<file path="src/hw/rtl/fia_pkg.sv">
// Shared opcodes, field widths and controller/datapath handshake structs.
package fia_pkg;

  localparam int OPCODE_W  = 3;
  localparam int REG_SEL_W = 2;
  localparam int IMM_W     = 32;
  localparam int OUT_W     = 32;

  localparam logic [OPCODE_W-1:0] OP_IN  = 3'd0;
  localparam logic [OPCODE_W-1:0] OP_MOV = 3'd1;
  localparam logic [OPCODE_W-1:0] OP_ADD = 3'd2;
  localparam logic [OPCODE_W-1:0] OP_SUB = 3'd3;
  localparam logic [OPCODE_W-1:0] OP_MUL = 3'd4;
  localparam logic [OPCODE_W-1:0] OP_DIV = 3'd5;
  localparam logic [OPCODE_W-1:0] OP_OUT = 3'd6;

  // controller -> datapath
  typedef struct packed {
    logic accept;      // latch instruction, read operands
    logic wr_simple;   // write back IN/MOV/ADD/SUB result
    logic iter_start;  // load multiply/divide working registers
    logic iter_step;   // one shift-add / restoring-divide step
    logic wr_iter;     // write back multiply/divide result
    logic out_load;    // load the result register for OUT
  } cmd_t;

  // datapath -> controller
  typedef struct packed {
    logic is_iter;
    logic is_out;
    logic out_full;
  } status_t;

endpackage

</file>
<file path="src/hw/rtl/fia_in_if.sv">
// Instruction channel: valid/ready with the instruction payload.
interface fia_in_if;
  logic                          valid;
  logic                          ready;
  logic [fia_pkg::OPCODE_W-1:0]  opcode;
  logic [fia_pkg::REG_SEL_W-1:0] dest_reg;
  logic [fia_pkg::REG_SEL_W-1:0] src_reg;
  logic signed [fia_pkg::IMM_W-1:0] immediate;

  modport source (output valid, opcode, dest_reg, src_reg, immediate, input ready);
  modport sink   (input valid, opcode, dest_reg, src_reg, immediate, output ready);
endinterface

</file>
<file path="src/hw/rtl/fia_out_if.sv">
// Result channel: valid/ready with the reported register value.
interface fia_out_if;
  logic                             valid;
  logic                             ready;
  logic signed [fia_pkg::OUT_W-1:0] out_value;

  modport source (output valid, out_value, input ready);
  modport sink   (input valid, out_value, output ready);
endinterface

</file>
<file path="src/hw/rtl/four_register_alu_interpreter_core.sv">
// Top level of the four-register instruction interpreter.
//
//  channel  | dir | beat payload
//  ---------+-----+----------------------------------------------
//  in_i     | in  | opcode, dest_reg, src_reg, immediate
//  out_o    | out | out_value (one beat per OUT instruction)
//
// IN, MOV, ADD, SUB and unused opcodes go through accept, then register-file read and
// write back. OUT waits after accept while the result register is full.
// MUL and DIV pass through accept, working-register load, the one-bit-per-cycle shift-add /
// restoring unit and write back. One instruction is in flight at a time.
// Reset clears control state and marks all registers as zero at once.
module four_register_alu_interpreter_core #(
  parameter int DATA_WIDTH = 32,
  parameter int NUM_REGS   = 4
) (
  input  logic       clk_i,
  input  logic       rst_ni,
  fia_in_if.sink     in_i,
  fia_out_if.source  out_o
);
  import fia_pkg::*;

  cmd_t    cmd;
  status_t status;

  fia_ctrl #(
    .DATA_WIDTH (DATA_WIDTH)
  ) u_ctrl (
    .clk_i      (clk_i),
    .rst_ni     (rst_ni),
    .in_valid_i (in_i.valid),
    .in_ready_o (in_i.ready),
    .status_i   (status),
    .cmd_o      (cmd)
  );

  fia_dp #(
    .DATA_WIDTH (DATA_WIDTH),
    .NUM_REGS   (NUM_REGS)
  ) u_dp (
    .clk_i       (clk_i),
    .rst_ni      (rst_ni),
    .cmd_i       (cmd),
    .status_o    (status),
    .opcode_i    (in_i.opcode),
    .dest_reg_i  (in_i.dest_reg),
    .src_reg_i   (in_i.src_reg),
    .immediate_i (in_i.immediate),
    .out_valid_o (out_o.valid),
    .out_ready_i (out_o.ready),
    .out_value_o (out_o.out_value)
  );

  // one instruction at a time
  a_no_back_to_back: assert property (@(posedge clk_i) disable iff (!rst_ni)
    in_i.valid && in_i.ready |=> !in_i.ready)
    else $error("instruction accepted in the cycle after an accept");

  // a result beat appears only from an OUT instruction
  a_out_from_out_op: assert property (@(posedge clk_i) disable iff (!rst_ni)
    $rose(out_o.valid) |-> $past(cmd.out_load) && $past(status.is_out))
    else $error("result beat without an OUT instruction");

  // never overwrite a pending result
  a_no_out_overrun: assert property (@(posedge clk_i) disable iff (!rst_ni)
    cmd.out_load |-> !status.out_full)
    else $error("result register loaded while full");

  // multiply/divide keeps the input closed while iterating
  a_iter_busy: assert property (@(posedge clk_i) disable iff (!rst_ni)
    cmd.iter_start |=> !in_i.ready ##1 !in_i.ready)
    else $error("input opened during multiply/divide");

endmodule

</file>
<file path="src/hw/rtl/fia_ctrl.sv">
// Instruction sequencer: fetch, simple execute, iterative execute, write back.
module fia_ctrl #(
  parameter int DATA_WIDTH = 32
) (
  input  logic             clk_i,
  input  logic             rst_ni,
  input  logic             in_valid_i,
  output logic             in_ready_o,
  input  fia_pkg::status_t status_i,
  output fia_pkg::cmd_t    cmd_o
);
  import fia_pkg::*;

  localparam int CNT_W = $clog2(DATA_WIDTH);
  localparam logic [CNT_W-1:0] CNT_LAST = CNT_W'(DATA_WIDTH - 1);

  localparam logic [1:0] S_IDLE  = 2'd0;
  localparam logic [1:0] S_FETCH = 2'd1;
  localparam logic [1:0] S_ITER  = 2'd2;
  localparam logic [1:0] S_WB    = 2'd3;

  logic [1:0]       state_q, state_d;
  logic [CNT_W-1:0] cnt_q, cnt_d;

  always_comb begin
    state_d    = state_q;
    cnt_d      = cnt_q;
    cmd_o      = '0;
    in_ready_o = 1'b0;
    unique case (state_q)
      S_IDLE: begin
        in_ready_o = 1'b1;
        if (in_valid_i) begin
          cmd_o.accept = 1'b1;
          state_d      = S_FETCH;
        end
      end
      S_FETCH: begin
        priority if (status_i.is_out) begin
          // hold until the previous result beat has left
          if (!status_i.out_full) begin
            cmd_o.out_load = 1'b1;
            state_d        = S_IDLE;
          end
        end else if (status_i.is_iter) begin
          cmd_o.iter_start = 1'b1;
          cnt_d            = '0;
          state_d          = S_ITER;
        end else begin
          cmd_o.wr_simple = 1'b1;
          state_d         = S_IDLE;
        end
      end
      S_ITER: begin
        cmd_o.iter_step = 1'b1;
        cnt_d           = cnt_q + 1'b1;
        if (cnt_q == CNT_LAST) begin
          state_d = S_WB;
        end
      end
      S_WB: begin
        cmd_o.wr_iter = 1'b1;
        state_d       = S_IDLE;
      end
      default: begin
        state_d = S_IDLE;
      end
    endcase
  end

  always_ff @(posedge clk_i or negedge rst_ni) begin
    if (!rst_ni) begin
      state_q <= S_IDLE;
      cnt_q   <= '0;
    end else begin
      state_q <= state_d;
      cnt_q   <= cnt_d;
    end
  end

endmodule

</file>
<file path="src/hw/rtl/fia_dp.sv">
// Register file, ALU, shift-add multiplier, restoring divider, result register.
module fia_dp #(
  parameter int DATA_WIDTH = 32,
  parameter int NUM_REGS   = 4
) (
  input  logic                                 clk_i,
  input  logic                                 rst_ni,
  input  fia_pkg::cmd_t                        cmd_i,
  output fia_pkg::status_t                     status_o,
  input  logic [fia_pkg::OPCODE_W-1:0]         opcode_i,
  input  logic [fia_pkg::REG_SEL_W-1:0]        dest_reg_i,
  input  logic [fia_pkg::REG_SEL_W-1:0]        src_reg_i,
  input  logic signed [fia_pkg::IMM_W-1:0]     immediate_i,
  output logic                                 out_valid_o,
  input  logic                                 out_ready_i,
  output logic signed [fia_pkg::OUT_W-1:0]     out_value_o
);
  import fia_pkg::*;

  localparam int W     = DATA_WIDTH;
  localparam int IDX_W = $clog2(NUM_REGS);

  // latched instruction
  logic [OPCODE_W-1:0]  op_q;
  logic [REG_SEL_W-1:0] dst_q, src_q;
  logic [IMM_W-1:0]     imm_q;

  // register file; entries read as zero until first written
  logic [W-1:0]        mem [NUM_REGS];
  logic [NUM_REGS-1:0] valid_q;

  logic [REG_SEL_W-1:0] sel_a, sel_b;
  logic [IDX_W-1:0]     idx_a, idx_b, idx_w;
  logic                 ok_a, ok_b, ok_w;
  logic [W-1:0]         opa_q, opb_q;

  logic         wr_en;
  logic [W-1:0] wr_data;

  // iterative unit
  logic [W-1:0] acc_q, x_q, y_q;
  logic         neg_q, dz_q;
  logic [W:0]   rem_sh, rem_diff;
  logic [W-1:0] mag_a, mag_b;

  logic                 out_valid_q;
  logic [OUT_W-1:0]     out_value_q;

  always_ff @(posedge clk_i) begin
    if (cmd_i.accept) begin
      op_q  <= opcode_i;
      dst_q <= dest_reg_i;
      src_q <= src_reg_i;
      imm_q <= immediate_i;
    end
  end

  assign sel_a = cmd_i.accept ? dest_reg_i : dst_q;
  assign sel_b = cmd_i.accept ? src_reg_i  : src_q;
  assign ok_a  = 32'(sel_a) < NUM_REGS;
  assign ok_b  = 32'(sel_b) < NUM_REGS;
  assign ok_w  = 32'(dst_q) < NUM_REGS;
  assign idx_a = IDX_W'(sel_a);
  assign idx_b = IDX_W'(sel_b);
  assign idx_w = IDX_W'(dst_q);

  always_ff @(posedge clk_i) begin
    opa_q <= (ok_a && valid_q[idx_a]) ? mem[idx_a] : '0;
    opb_q <= (ok_b && valid_q[idx_b]) ? mem[idx_b] : '0;
  end

  always_ff @(posedge clk_i) begin
    if (wr_en && ok_w) begin
      mem[idx_w] <= wr_data;
    end
  end

  always_ff @(posedge clk_i or negedge rst_ni) begin
    if (!rst_ni) begin
      valid_q <= '0;
    end else if (wr_en && ok_w) begin
      valid_q[idx_w] <= 1'b1;
    end
  end

  // write-back selection
  always_comb begin
    wr_en   = 1'b0;
    wr_data = '0;
    if (cmd_i.wr_simple) begin
      unique case (op_q)
        OP_IN: begin
          wr_en   = 1'b1;
          wr_data = W'($signed(imm_q));
        end
        OP_MOV: begin
          wr_en   = 1'b1;
          wr_data = opb_q;
        end
        OP_ADD: begin
          wr_en   = 1'b1;
          wr_data = opa_q + opb_q;
        end
        OP_SUB: begin
          wr_en   = 1'b1;
          wr_data = opa_q - opb_q;
        end
        default: begin
          wr_en = 1'b0;
        end
      endcase
    end else if (cmd_i.wr_iter) begin
      if (op_q == OP_MUL) begin
        wr_en   = 1'b1;
        wr_data = acc_q;
      end else begin
        // zero divisor leaves the destination alone
        wr_en   = !dz_q;
        wr_data = neg_q ? (~x_q + 1'b1) : x_q;
      end
    end
  end

  assign mag_a    = opa_q[W-1] ? (~opa_q + 1'b1) : opa_q;
  assign mag_b    = opb_q[W-1] ? (~opb_q + 1'b1) : opb_q;
  assign rem_sh   = {acc_q, x_q[W-1]};
  assign rem_diff = rem_sh - {1'b0, y_q};

  always_ff @(posedge clk_i) begin
    if (cmd_i.iter_start) begin
      acc_q <= '0;
      neg_q <= opa_q[W-1] ^ opb_q[W-1];
      dz_q  <= (opb_q == '0);
      if (op_q == OP_MUL) begin
        x_q <= opa_q;
        y_q <= opb_q;
      end else begin
        x_q <= mag_a;
        y_q <= mag_b;
      end
    end else if (cmd_i.iter_step) begin
      if (op_q == OP_MUL) begin
        if (y_q[0]) begin
          acc_q <= acc_q + x_q;
        end
        x_q <= {x_q[W-2:0], 1'b0};
        y_q <= {1'b0, y_q[W-1:1]};
      end else begin
        // restoring step: quotient bits shift into x from the right
        x_q   <= {x_q[W-2:0], !rem_diff[W]};
        acc_q <= rem_diff[W] ? rem_sh[W-1:0] : rem_diff[W-1:0];
      end
    end
  end

  always_ff @(posedge clk_i or negedge rst_ni) begin
    if (!rst_ni) begin
      out_valid_q <= 1'b0;
    end else if (cmd_i.out_load) begin
      out_valid_q <= 1'b1;
    end else if (out_ready_i) begin
      out_valid_q <= 1'b0;
    end
  end

  always_ff @(posedge clk_i) begin
    if (cmd_i.out_load) begin
      out_value_q <= OUT_W'(opa_q);
    end
  end

  assign out_valid_o       = out_valid_q;
  assign out_value_o       = out_value_q;
  assign status_o.is_iter  = (op_q == OP_MUL) || (op_q == OP_DIV);
  assign status_o.is_out   = (op_q == OP_OUT);
  assign status_o.out_full = out_valid_q;

endmodule
</file>
<file path="src/flat_wrapper.sv">
// flat-port wrapper written by rule: the top's interface ports become plain ports
module four_register_alu_interpreter_core_flat import fia_pkg::*;
#(
  parameter int DATA_WIDTH = 32,
  parameter int NUM_REGS   = 4
)
  (clk_i, rst_ni, in_i_valid, in_i_opcode, in_i_dest_reg, in_i_src_reg, in_i_immediate, in_i_ready, out_o_valid, out_o_out_value, out_o_ready);
  fia_in_if in_i_i ();
  fia_out_if out_o_i ();
  input  logic clk_i;
  input  logic rst_ni;
  input wire logic [$bits(in_i_i.valid)-1:0] in_i_valid;
  input wire logic [$bits(in_i_i.opcode)-1:0] in_i_opcode;
  input wire logic [$bits(in_i_i.dest_reg)-1:0] in_i_dest_reg;
  input wire logic [$bits(in_i_i.src_reg)-1:0] in_i_src_reg;
  input wire logic [$bits(in_i_i.immediate)-1:0] in_i_immediate;
  output wire logic [$bits(in_i_i.ready)-1:0] in_i_ready;
  output wire logic [$bits(out_o_i.valid)-1:0] out_o_valid;
  output wire logic [$bits(out_o_i.out_value)-1:0] out_o_out_value;
  input wire logic [$bits(out_o_i.ready)-1:0] out_o_ready;
  assign in_i_i.valid = in_i_valid;
  assign in_i_i.opcode = in_i_opcode;
  assign in_i_i.dest_reg = in_i_dest_reg;
  assign in_i_i.src_reg = in_i_src_reg;
  assign in_i_i.immediate = in_i_immediate;
  assign in_i_ready = in_i_i.ready;
  assign out_o_valid = out_o_i.valid;
  assign out_o_out_value = out_o_i.out_value;
  assign out_o_i.ready = out_o_ready;
  four_register_alu_interpreter_core #(.DATA_WIDTH(DATA_WIDTH), .NUM_REGS(NUM_REGS)) u_core (.clk_i(clk_i), .rst_ni(rst_ni), .in_i(in_i_i), .out_o(out_o_i));
endmodule
</file>
<file path="config.mk">
export PLATFORM = sky130hd
export DESIGN_NAME = four_register_alu_interpreter_core_flat
export DESIGN_NICKNAME = d
export VERILOG_FILES = /design/src/hw/rtl/fia_pkg.sv /design/src/hw/rtl/fia_in_if.sv /design/src/hw/rtl/fia_out_if.sv /design/src/hw/rtl/four_register_alu_interpreter_core.sv /design/src/hw/rtl/fia_ctrl.sv /design/src/hw/rtl/fia_dp.sv /design/src/flat_wrapper.sv
export SDC_FILE = /design/constraint.sdc
export NUM_CORES = 1
export LEC_CHECK = 0
export BUFFER_PORTS_ARGS = -buffer_cell sky130_fd_sc_hd__buf_2
export CORE_ASPECT_RATIO = 1.2
export CORE_MARGIN = 2
export CORE_UTILIZATION = 40
export DETAILED_ROUTE_END_ITERATION = 8
export PLACE_DENSITY = 0.61
export SYNTH_ARGS = -nofsm -noshare
export SYNTH_HDL_FRONTEND = slang
export SYNTH_SLANG_ARGS = --single-unit
</file>
<file path="constraint.sdc">
create_clock -name clk_i -period 5.4 [get_ports clk_i]
set_input_delay 0.27 -clock clk_i [delete_from_list [all_inputs] [get_ports clk_i]]
set_output_delay 0.27 -clock clk_i [all_outputs]
set_load 0.02 [all_outputs]
</file>
==> results.md, run 1 <==
* Netlist Area Pre-Place at 22240 µm²
* Clk root buf: clkbuf_16
* DRC at 0
* CTS tree: yes
* Avg Inst Size Synth at 10.34 µm²
* Drt pass-1 iters at 8
* Gr ovfl total at 0
* Final antenna diode count at 0
* DP Area at 23590 µm²
* # Post-CTS Setup Buffers at 0
* Yosys top cell by area: edfxtp_1
* RSZ-0062 raised after global routing: false
* Crit. End Element: flop
* Routed Antenna Nets at 0
* Worst Setup Slack post-DPL at 0.08742 ns
* Setup ws final at 0.3345 ns
* Main synth FF type: edfxtp_1
* Post-route setup TNS at 0 ns
* P per Cell Area at 666.3 nW/µm²
* Area Overhead vs Synth at 13.67%
* Crit path DAT at 5.26 ns
* Cell count after synthesis at 2150
* Status: complete, no violations
* Fillcell total at 5039
* Top post-synthesis cells by area: edfxtp_1 35%, dfxtp_1 9.0%, mux4_2 6.5%
* Nets at 2389
* MaxCap Viol Count at 0
* Die H at 262.3 µm
* Least-Margin Pin Slew at 1.095 ns
* Final-report setup violation count at 0
* Buffers and inverters on the worst path at 2
* Startpoint types: flop
* Leak at 9.735 nW
* Die width at 219.3 µm
* WL final at 63510 µm
* Count of input and output buffers at 76
* Routability Congestion at 0.8955
* Initial antenna violation count at 0
* DIE AREA at 57510 µm²
* Post-synth ARST share at 3.217%
* Core area at 54930 µm²
* Num rows at 94
* CTS sink count at 373
* WP depth at 19
* Io pins at 77
* Initial Util at 40.49%
* Critical path type: flop to flop
* Rel. slew slack at 26.84%
* Seq/Total Area, Yosys at 45.59%
* Final Critical Period at 5.066 ns
* Drt wl/cell at 21.21 µm
* Vias per inst at 5.698
* Post-synth top area share at 35.24%
* Worst-path clk slew at 0.07 ns
* Largest net degree at the start of global routing at 84
* Final instance area at 25280 µm²
* WHS Path Cells at 3
* Worst Path Max Fanout at 5
* Fraction of layout cells with a size suffix above 1 at 13.06%
* Final Skew at 0.01482 ns
* Post-synth EDFFs at 261
* Footprint of the multi-input gates at 11580 µm²
* Fin. max-slew vios at 0
* Top-count cell post-synth: edfxtp_1
* Commonest cells post-synth: 261 x edfxtp_1, 234 x nand2_1, 170 x o21ai_0
* CP Launch Point: u_core.u_dp.opb_q[4]
* First-pass GRT wire length at 97270 µm
* Final period utilization at 93.81%
* Class of the worst hold path: input pin to flop
* Critical path required time at 5.59 ns
* Synthesized flop and latch total at 373
* Vias in the first global route at 16812
* DR iter-0 viols at 1252
* Synth cell types at 72
* Peak supply drop at 0.2969 mV
* Syn_nets at 2296
* Register area at 10140 µm²
* Post-DP HPWL at 47140 µm
* Vias at 17060
* Clock Latency Late Sink at 0.55 ns
* Reg2Reg Setup Slack at 0.33 ns
* Crit-path slowest cell: or4_4
* Yosys warning total at 0
* Max Clk Rate at 197.4 MHz
* Final hold violations at 0
* Critical hold path startpoint: in_i_valid
* Total GRT Usage at 21.82%
* H-tree Lvls at 2
* Worst path cell trace: nor3_2 > nand3_1 > or3_1 > or4_4 > nor4_2 > nor2_1 > xnor2_1 > ha_1 > buf_4 > a21oi_1 > o21bai_1 > a211o_1 > o31a_1 > a2111oi_0 > buf_4 > o41ai_2 > a41oi_1 > xnor2_1 > o221ai_1
* CTS max path bufs at 3
* Largest delay share family, worst path: compound AO/OA/AOI/OAI gates
* PnR Total Power at 16.84 mW
* CP max stage delay at 0.48 ns
* Cts bufs inserted at 39
* Worst reg2reg path startpoint: u_core.u_dp.opb_q[4]
* R2R cell count at 19
==> cells in the final DEF, fill, tap and decap left out, types with 17 or more instances in the layout <==
master | Yosys | layout
nor3_1 | 27 | 24
a31oi_1 | 17 | 17
buf_4 | 0 | 45
a211oi_1 | 24 | 24
inv_1 | 67 | 67
mux4_2 | 64 | 64
edfxtp_1 | 261 | 261
a21o_1 | 43 | 43
dlygate4sd3_1 | 0 | 37
o31ai_1 | 23 | 23
buf_2 | 0 | 76
nand2_1 | 234 | 234
nor2b_1 | 82 | 82
nand3_1 | 28 | 28
o21a_1 | 17 | 17
dfxtp_1 | 100 | 100
xnor2_1 | 96 | 96
xor2_1 | 106 | 106
clkbuf_16 | 0 | 40
or3_1 | 17 | 17
nor2_1 | 125 | 122
a21oi_1 | 148 | 148
ha_1 | 100 | 100
o21ai_0 | 170 | 167
==> logic make-up after synthesis <==
group	after synthesis	synth area share, %
xor+xnor	202	7.955
simple gates	611	13.11
fa+ha+maj	103	5.896
mux	84	7.403
flops	373	45.59
buf+inv	174	2.937
compound gates	603	17.11
==> stage by stage <==
stage,hold WS [ns],util (%),std cells
after CTS,0.03042,45.99,2994
final,0.05287,46.03,2994
after floorplan,-0.02559,-,2150
after global routing,0.06615,46.03,2994
after detailed placement,0.2015,42.94,2885
after global placement,0.1983,42.94,2885
==> path summary, 6_finish.rpt <==
kind / to
worst min-delay path: u_core.u_ctrl.state_q[0]
worst min register to register: u_core.u_dp.valid_q[1]
max in group asynchronous: u_core.u_ctrl.state_q[0]
min in group asynchronous: u_core.u_dp.valid_q[2]
worst max-delay path: u_core.u_dp.mem[2][31]
worst max register to register: u_core.u_dp.mem[2][31]
==> metal layers <==
metal | up-vias | global-route usage, % | routed length (µm)
li1 | 8173 | - | -
met1 | 8360 | 29.62 | 28370
met2 | 446 | 37.10 | 30740
met3 | 81 | 1.794 | 2707
met4 | 0 | 6.392 | 1690
met5 | - | 0 | 0
==> tightest hold or removal path: cells and delay by family <==
kind / cells / cell delay (ns)
AOI/OAI and AO/OA: 1 / 0.12
buffers and inverters: 1 / 0.09
muxes: 1 / 0.06
==> power by group <==
part           internal (mW)  switching (mW)  total [mW]
logic                   3.87            5.11        8.99
registers               4.07            1.07        5.14
clock network           1.57            1.15        2.72
==> registers in the layout, summed over array words and instances, names as in the netlist, 2 cells and up, named ones only <==
register and flops:
u_core.u_dp.imm_q 32, u_core.u_dp.x_q 32, u_core.u_dp.acc_q 32, u_core.u_dp.src_q 2, u_core.u_dp.dst_q 2, u_core.u_dp.opa_q 32
u_core.u_dp.op_q 3, u_core.u_dp.mem 128, u_core.u_dp.out_value_o 32, u_core.u_dp.opb_q 32, u_core.u_dp.valid_q 4, u_core.u_ctrl.cnt_q 5
u_core.u_dp.y_q 32
==> cell type report <==
type,count,area share [%]
multi-input cells,1603,45.79
flip-flops and latches,373,40.11
repair buffers,159,4.385
clock buffers,47,4.222
well taps,720,3.563
inverters,67,0.9948
clock inverters,25,0.9354
==> timing repair <==
| action | 4_1_cts | 5_1_grt |
|---|---|---|
| endpoints found under the hold margin | 48 | 0 |
| endpoints found under the setup margin | 0 | 24 |
| resized for setup | 0 | 4 |
| hold buffers | 37 | 0 |
Power figures use the tool's default switching activity.
==> run 2, diff against run 1 <==
CTS_BUF_LIST = sky130_fd_sc_hd__clkbuf_4   (was default)
MAX_ROUTING_LAYER = met4   (was default)
==> results.md, run 2 (same netlist as run 1, synthesis figures left out) <==
* R2R cell count at 18 (was 19)
* CTS tree: yes (unchanged)
* Min-Delay Endpoint: u_core.u_dp.src_q[0] (was u_core.u_ctrl.state_q[0])
* # Post-CTS Setup Buffers at 0 (unchanged)
* Die H at 262.3 µm (unchanged)
* DP Area at 23620 µm² (was 23590 µm²)
* Terminus of the critical flop-to-flop path: u_core.u_dp.mem[3][29] (was u_core.u_dp.mem[2][31])
* H-tree Lvls at 3 (was 2)
* Gr ovfl total at 0 (unchanged)
* Worst Path Max Fanout at 6 (was 5)
* Clk root buf: clkbuf_4 (was clkbuf_16)
* Reg2Reg Setup Slack at 0.36 ns (was 0.33 ns)
* Io pins at 77 (unchanged)
* Commonest non-fill, non-tap cells in the layout: 261 x edfxtp_1, 234 x nand2_1, 166 x o21ai_0 (was 261 x edfxtp_1, 234 x nand2_1, 167 x o21ai_0)
* Max Clk Rate at 198.3 MHz (was 197.4 MHz)
* Vias per inst at 5.589 (was 5.698)
* Final hold violations at 0 (unchanged)
* Crit path DAT at 5.59 ns (was 5.26 ns)
* Peak supply drop at 0.3520 mV (was 0.2969 mV)
* Area Overhead vs Synth at 13.48% (was 13.67%)
* Rel. slew slack at 18.39% (was 26.84%)
* Fraction of layout cells with a size suffix above 1 at 16.00% (was 13.06%)
* Cts bufs inserted at 91 (was 39)
* Vias at 17336 (was 17060)
* Largest net degree at the start of global routing at 81 (was 84)
* RSZ-0062 raised after global routing: false (unchanged)
* Status: complete, no violations (unchanged)
* WL final at 64370 µm (was 63510 µm)
* MaxCap Viol Count at 0 (unchanged)
* Min Hold Slack at 0.1083 ns (was 0.05287 ns)
* Final-report setup violation count at 0 (unchanged)
* Initial antenna violation count at 1 (was 0)
* Worst reg2reg path startpoint: u_core.u_dp.opb_q[2] (was u_core.u_dp.opb_q[4])
* Critical path type: flop to flop (unchanged)
* Routability Congestion at 0.9030 (was 0.8955)
* Count of input and output buffers at 76 (unchanged)
* Die width at 219.3 µm (unchanged)
* Leak at 9.850 nW (was 9.735 nW)
* Fin. max-slew vios at 0 (unchanged)
* Final instance area at 25240 µm² (was 25280 µm²)
* P per Cell Area at 654.6 nW/µm² (was 666.3 nW/µm²)
* Clock Latency Late Sink at 0.83 ns (was 0.55 ns)
* Worst-path clk slew at 0.06 ns (was 0.07 ns)
* DR iter-0 viols at 1206 (was 1252)
* Routed Antenna Nets at 0 (unchanged)
* Post-route setup TNS at 0 ns (unchanged)
* Final period utilization at 93.37% (was 93.81%)
* Least-Margin Pin Slew at 1.221 ns (was 1.095 ns)
* Reg with most FFs: u_core.u_dp.mem (unchanged)
* Post-DP HPWL at 48130 µm (was 47140 µm)
* Initial Util at 40.49% (unchanged)
* Drt wl/cell at 20.75 µm (was 21.21 µm)
* Core area at 54930 µm² (unchanged)
* Final Skew at 0.03711 ns (was 0.01482 ns)
* Final Critical Period at 5.042 ns (was 5.066 ns)
* DIE AREA at 57510 µm² (unchanged)
* Critical hold path startpoint: in_i_src_reg[0] (was in_i_valid)
* First-pass GRT wire length at 97150 µm (was 97270 µm)
* Largest register FFs at 128 (unchanged)
* WHS Path Cells at 4 (was 3)
* Vias in the first global route at 16961 (was 16812)
* Startpoint types: flop (unchanged)
* Class of the worst hold path: input pin to flop (unchanged)
* Crit. End Element: flop (unchanged)
* CTS max path bufs at 3 (unchanged)
* DRC at 0 (unchanged)
* Drt pass-1 iters at 5 (was 8)
* Most common cell after layout, fill and taps aside: edfxtp_1 (unchanged)
* Nets at 2450 (was 2389)
* CTS sink count at 373 (unchanged)
* Post-layout util at 45.95% (was 46.03%)
* Critical path required time at 5.95 ns (was 5.59 ns)
* Total GRT Usage at 22.79% (was 21.82%)
* Num rows at 94 (unchanged)
-- run 2: cell count changes in the layout (fill, tap and decap cells not counted), sizes merged, moves of 2 or more --
cell / before / now
clkinv: 16 / 30
clkinvlp: 5 / 1
buf: 122 / 128
clkbuf: 47 / 138
dlygate4sd3: 37 / 40
bufinv: 3 / 1
-- run 2: power by group --
part           total, mW  internal (mW)  switching (mW)  leakage [nW]
clock               2.38           1.22            1.16         0.703
sequential          5.15           4.07            1.08          3.40
combinational       9.00           3.90            5.10          5.74
-- run 2: repair_timing --
item                       4_1_cts  5_1_grt
hold endpoints to repair        50        0
setup endpoints to repair        0       16
gates resized for setup          0        7
hold buffers                    40        0
-- run 2: worst max-delay path by stage --
stage                         start                endpoint  slack, ns  cells after the start
2_1_floorplan  u_core.u_dp.opb_q[2]  u_core.u_dp.mem[0][29]       0.61                     18
3_3_place_gp   u_core.u_dp.opb_q[4]  u_core.u_dp.mem[1][31]       0.31                     17
3_5_place_dp   u_core.u_dp.opb_q[4]  u_core.u_dp.mem[0][31]       0.22                     17
4_1_cts        u_core.u_dp.opb_q[4]  u_core.u_dp.mem[1][31]       0.17                     17
5_1_grt        u_core.u_dp.opb_q[4]  u_core.u_dp.mem[3][27]       0.05                     18
6_report       u_core.u_dp.opb_q[2]  u_core.u_dp.mem[3][29]       0.36                     18
-- run 2: worst max-delay path, cell delays in order, from the launching register on --
cell and delay (ns):
dfxtp_1 0.38, nor3_1 0.24, nand3_1 0.16, or3_1 0.39
or4_1 0.54, or2_2 0.34, o21ai_0 0.20, xor2_1 0.17
ha_1 0.26, nand4_1 0.14, nor2_1 0.07, a211o_1 0.28
o31a_1 0.27, a2111oi_1 0.34, buf_4 0.19, o41ai_2 0.10
a31oi_1 0.32, o41ai_1 0.10, a41o_1 0.27
-- run 2: final cells by class --
class / count / area, µm²
Antenna cell: 1 / 2.502
Clock buffer: 138 / 1036
Clock inverter: 32 / 157.7
Fill cell: 5170 / 29690
Inverter: 67 / 251.5
Multi-Input combinational cell: 1603 / 11580
Sequential cell: 373 / 10140
Tap cell: 720 / 900.9
Timing Repair Buffer: 168 / 1171
-- run 2: stage by stage --
step	total power, mW	worst slack, ns	cells
after floorplan	11.51	0.6139	2150
after global placement	13.99	0.3077	2891
after detailed placement	14.06	0.2204	2891
after CTS	16.54	0.1676	3101
after global routing	17.75	0.04875	3102
final	16.52	0.3578	3102
-- run 2: layer usage --
layer,track usage (%),routed length [µm]
met5,-,0
met2,37.24,31190
met1,28.78,27650
met4,8.656,1872
met3,2.917,3663
==> run 3, diff against run 2 <==
CELL_PAD_IN_SITES_DETAIL_PLACEMENT = 0   (was default)
CELL_PAD_IN_SITES_GLOBAL_PLACEMENT = 1   (was default)
PLACE_DENSITY = 0.75   (was 0.61)
clock period = 6.1 ns   (was 5.4 ns; I/O delays follow)
==> results.md, run 3 (same netlist as run 1, synthesis figures left out) <==
* Status: complete, no violations (unchanged)
* Min Hold Slack at 0.08752 ns (was 0.1083 ns)
* Fin. max-slew vios at 0 (unchanged)
* Final-report setup violation count at 0 (unchanged)
* MaxCap Viol Count at 0 (unchanged)
* Area Overhead vs Synth at 12.92% (was 13.48%)
* Critical path type: flop to flop (unchanged)
* Clock Latency Late Sink at 0.85 ns (was 0.83 ns)
* Largest net degree at the start of global routing at 90 (was 81)
* Count of input and output buffers at 76 (unchanged)
* Final period utilization at 91.69% (was 93.37%)
* Num rows at 94 (unchanged)
* WL final at 64800 µm (was 64370 µm)
* H-tree Lvls at 3 (unchanged)
* Core area at 54930 µm² (unchanged)
* Post-route setup TNS at 0 ns (unchanged)
* Worst Path Max Fanout at 6 (unchanged)
* Startpoint types: flop (unchanged)
* Routability Congestion at 0.9475 (was 0.9030)
* Leak at 9.769 nW (was 9.850 nW)
* Largest delay share family, worst path: compound AO/OA/AOI/OAI gates (unchanged)
* PnR Total Power at 14.60 mW (was 16.52 mW)
* Vias in the first global route at 17234 (was 16961)
* Post-DP HPWL at 47850 µm (was 48130 µm)
* Least-Margin Pin Slew at 1.131 ns (was 1.221 ns)
* Number of placed instances, taps included at 2869 (was 2891)
* Fraction of layout cells with a size suffix above 1 at 15.39% (was 16.00%)
* Class of the worst hold path: input pin to flop (unchanged)
* Rel. slew slack at 24.58% (was 18.39%)
* CTS tree: yes (unchanged)
* Gr ovfl total at 0 (unchanged)
* CTS sink count at 373 (unchanged)
* Cts bufs inserted at 91 (unchanged)
* Commonest non-fill, non-tap cells in the layout: 261 x edfxtp_1, 234 x nand2_1, 167 x o21ai_0 (was 261 x edfxtp_1, 234 x nand2_1, 166 x o21ai_0)
* Initial antenna violation count at 2 (was 1)
* Vias per inst at 5.551 (was 5.589)
* First-pass GRT wire length at 99260 µm (was 97150 µm)
* Crit. End Element: flop (unchanged)
* Cts repair resizes at 0 (unchanged)
* Peak supply drop at 0.3995 mV (was 0.3520 mV)
* Nets at 2427 (was 2450)
* RSZ-0062 raised after global routing: false (unchanged)
* Largest register FFs at 128 (unchanged)
* Worst path cell trace: nor3_1 > nand3_1 > or3_1 > or4_1 > or2_2 > o21ai_0 > xor2_1 > ha_1 > nand4_1 > a211oi_1 > o31a_1 > a2111oi_0 > o41ai_1 > a41oi_1 > xnor2_1 > o221ai_1 (was nor3_1 > nand3_1 > or3_1 > or4_1 > or2_2 > o21ai_0 > xor2_1 > ha_1 > nand4_1 > nor2_1 > a211o_1 > o31a_1 > a2111oi_1 > buf_4 > o41ai_2 > a31oi_1 > o41ai_1 > a41o_1)
* Max Clk Rate at 178.8 MHz (was 198.3 MHz)
* Routed Antenna Nets at 0 (unchanged)
* CTS max path bufs at 3 (unchanged)
* Drt pass-1 iters at 6 (was 5)
* Final Skew at 0.06704 ns (was 0.03711 ns)
* Worst-path clk slew at 0.07 ns (was 0.06 ns)
* Reg with most FFs: u_core.u_dp.mem (unchanged)
* Critical path required time at 6.61 ns (was 5.95 ns)
* DR iter-0 viols at 1114 (was 1206)
* DIE AREA at 57510 µm² (unchanged)
* Vias at 17109 (was 17336)
* Buffers and inverters on the worst path at 0 (was 1)
* Die H at 262.3 µm (unchanged)
* Clk root buf: clkbuf_4 (unchanged)
* Post-route insts no fill at 3082 (was 3102)
* Die width at 219.3 µm (unchanged)
* Most common cell after layout, fill and taps aside: edfxtp_1 (unchanged)
* Final hold violations at 0 (unchanged)
* P per Cell Area at 581.5 nW/µm² (was 654.6 nW/µm²)
* DRC at 0 (unchanged)
* Total GRT Usage at 23.24% (was 22.79%)
* Crit path DAT at 6.11 ns (was 5.59 ns)
* Drt wl/cell at 21.03 µm (was 20.75 µm)
* Initial Util at 40.49% (unchanged)
* Io pins at 77 (unchanged)
* Final Critical Period at 5.593 ns (was 5.042 ns)
* Crit-path slowest cell: o41ai_1 (was or4_1)
* CP max stage delay at 0.74 ns (was 0.54 ns)
run 3: changes by cell type in the layout (fill, tap and decap cells not counted), moves of 2 or more:
cell	delta
clkinv_1	-6
buf_4	-22
diode_2	+2
clkinv_2	+5
bufinv_16	+2
o21ai_2	-2
run 3: tightest hold or removal path: cells and delay by family:
| kind | cells | cell delay, ns |
|---|---|---|
| buf+inv | 3 | 0.51 |
| mux | 1 | 0.06 |
run 3: what timing repair did:
action / in CTS / in global routing
endpoints found under the hold margin: 49 / 0
hold buffers: 39 / 0
buffers inserted: 0 / 0
run 3: path summary, 6_finish.rpt:
path / depth (start not counted) / end / start / slack (ns)
worst max-delay path: 16 / u_core.u_dp.mem[1][31] / u_core.u_dp.opb_q[3] / 0.51
worst min-delay path: 4 / u_core.u_dp.dst_q[1] / in_i_dest_reg[1] / 0.09
worst max register to register: 16 / u_core.u_dp.mem[1][31] / u_core.u_dp.opb_q[3] / 0.51
worst min register to register: 1 / u_core.u_dp.valid_q[3] / u_core.u_dp.valid_q[3] / 0.50
max in group asynchronous: 3 / u_core.u_dp.valid_q[1] / rst_ni / 5.02
min in group asynchronous: 3 / u_core.u_ctrl.cnt_q[4] / rst_ni / 0.60
run 3: area by class of cell:
cell class | instances | area (µm²)
diodes | 3 | 7.507
clock buffers | 138 | 1036
clock inverters | 33 | 215.2
fillers | 5156 | 29810
inverters | 67 | 251.5
multi-input cells | 1603 | 11570
flip-flops and latches | 373 | 10140
well taps | 720 | 900.9
repair buffers | 145 | 996.0
run 3: metrics by stage:
stage / cell area (µm²) / utilization [%] / setup WS, ns
3_5_place_dp: 23470 / 42.72 / 0.6490
5_1_grt: 25110 / 45.72 / 0.1509
3_3_place_gp: 23470 / 42.72 / 0.6386
4_1_cts: 25110 / 45.71 / 0.6255
6_report: 25110 / 45.72 / 0.5067
2_1_floorplan: 22240 / - / 1.314
run 3: power breakdown:
| part | switching (mW) | total, mW | internal, mW |
|---|---|---|---|
| registers | 0.954 | 4.55 | 3.60 |
| logic | 4.51 | 7.85 | 3.34 |
| clock network | 1.04 | 2.20 | 1.17 |
| total | 6.50 | 14.6 | 8.11 |
run 3: metal layers:
layer / share of wire, % / GRT usage, % / vias up
li1: - / - / 8319
met1: 45 / 29.99 / 8255
met2: 48 / 37.36 / 438
met3: 4.2 / 2.986 / 97
met4: 2.9 / 8.565 / 0
met5: 0 / - / -
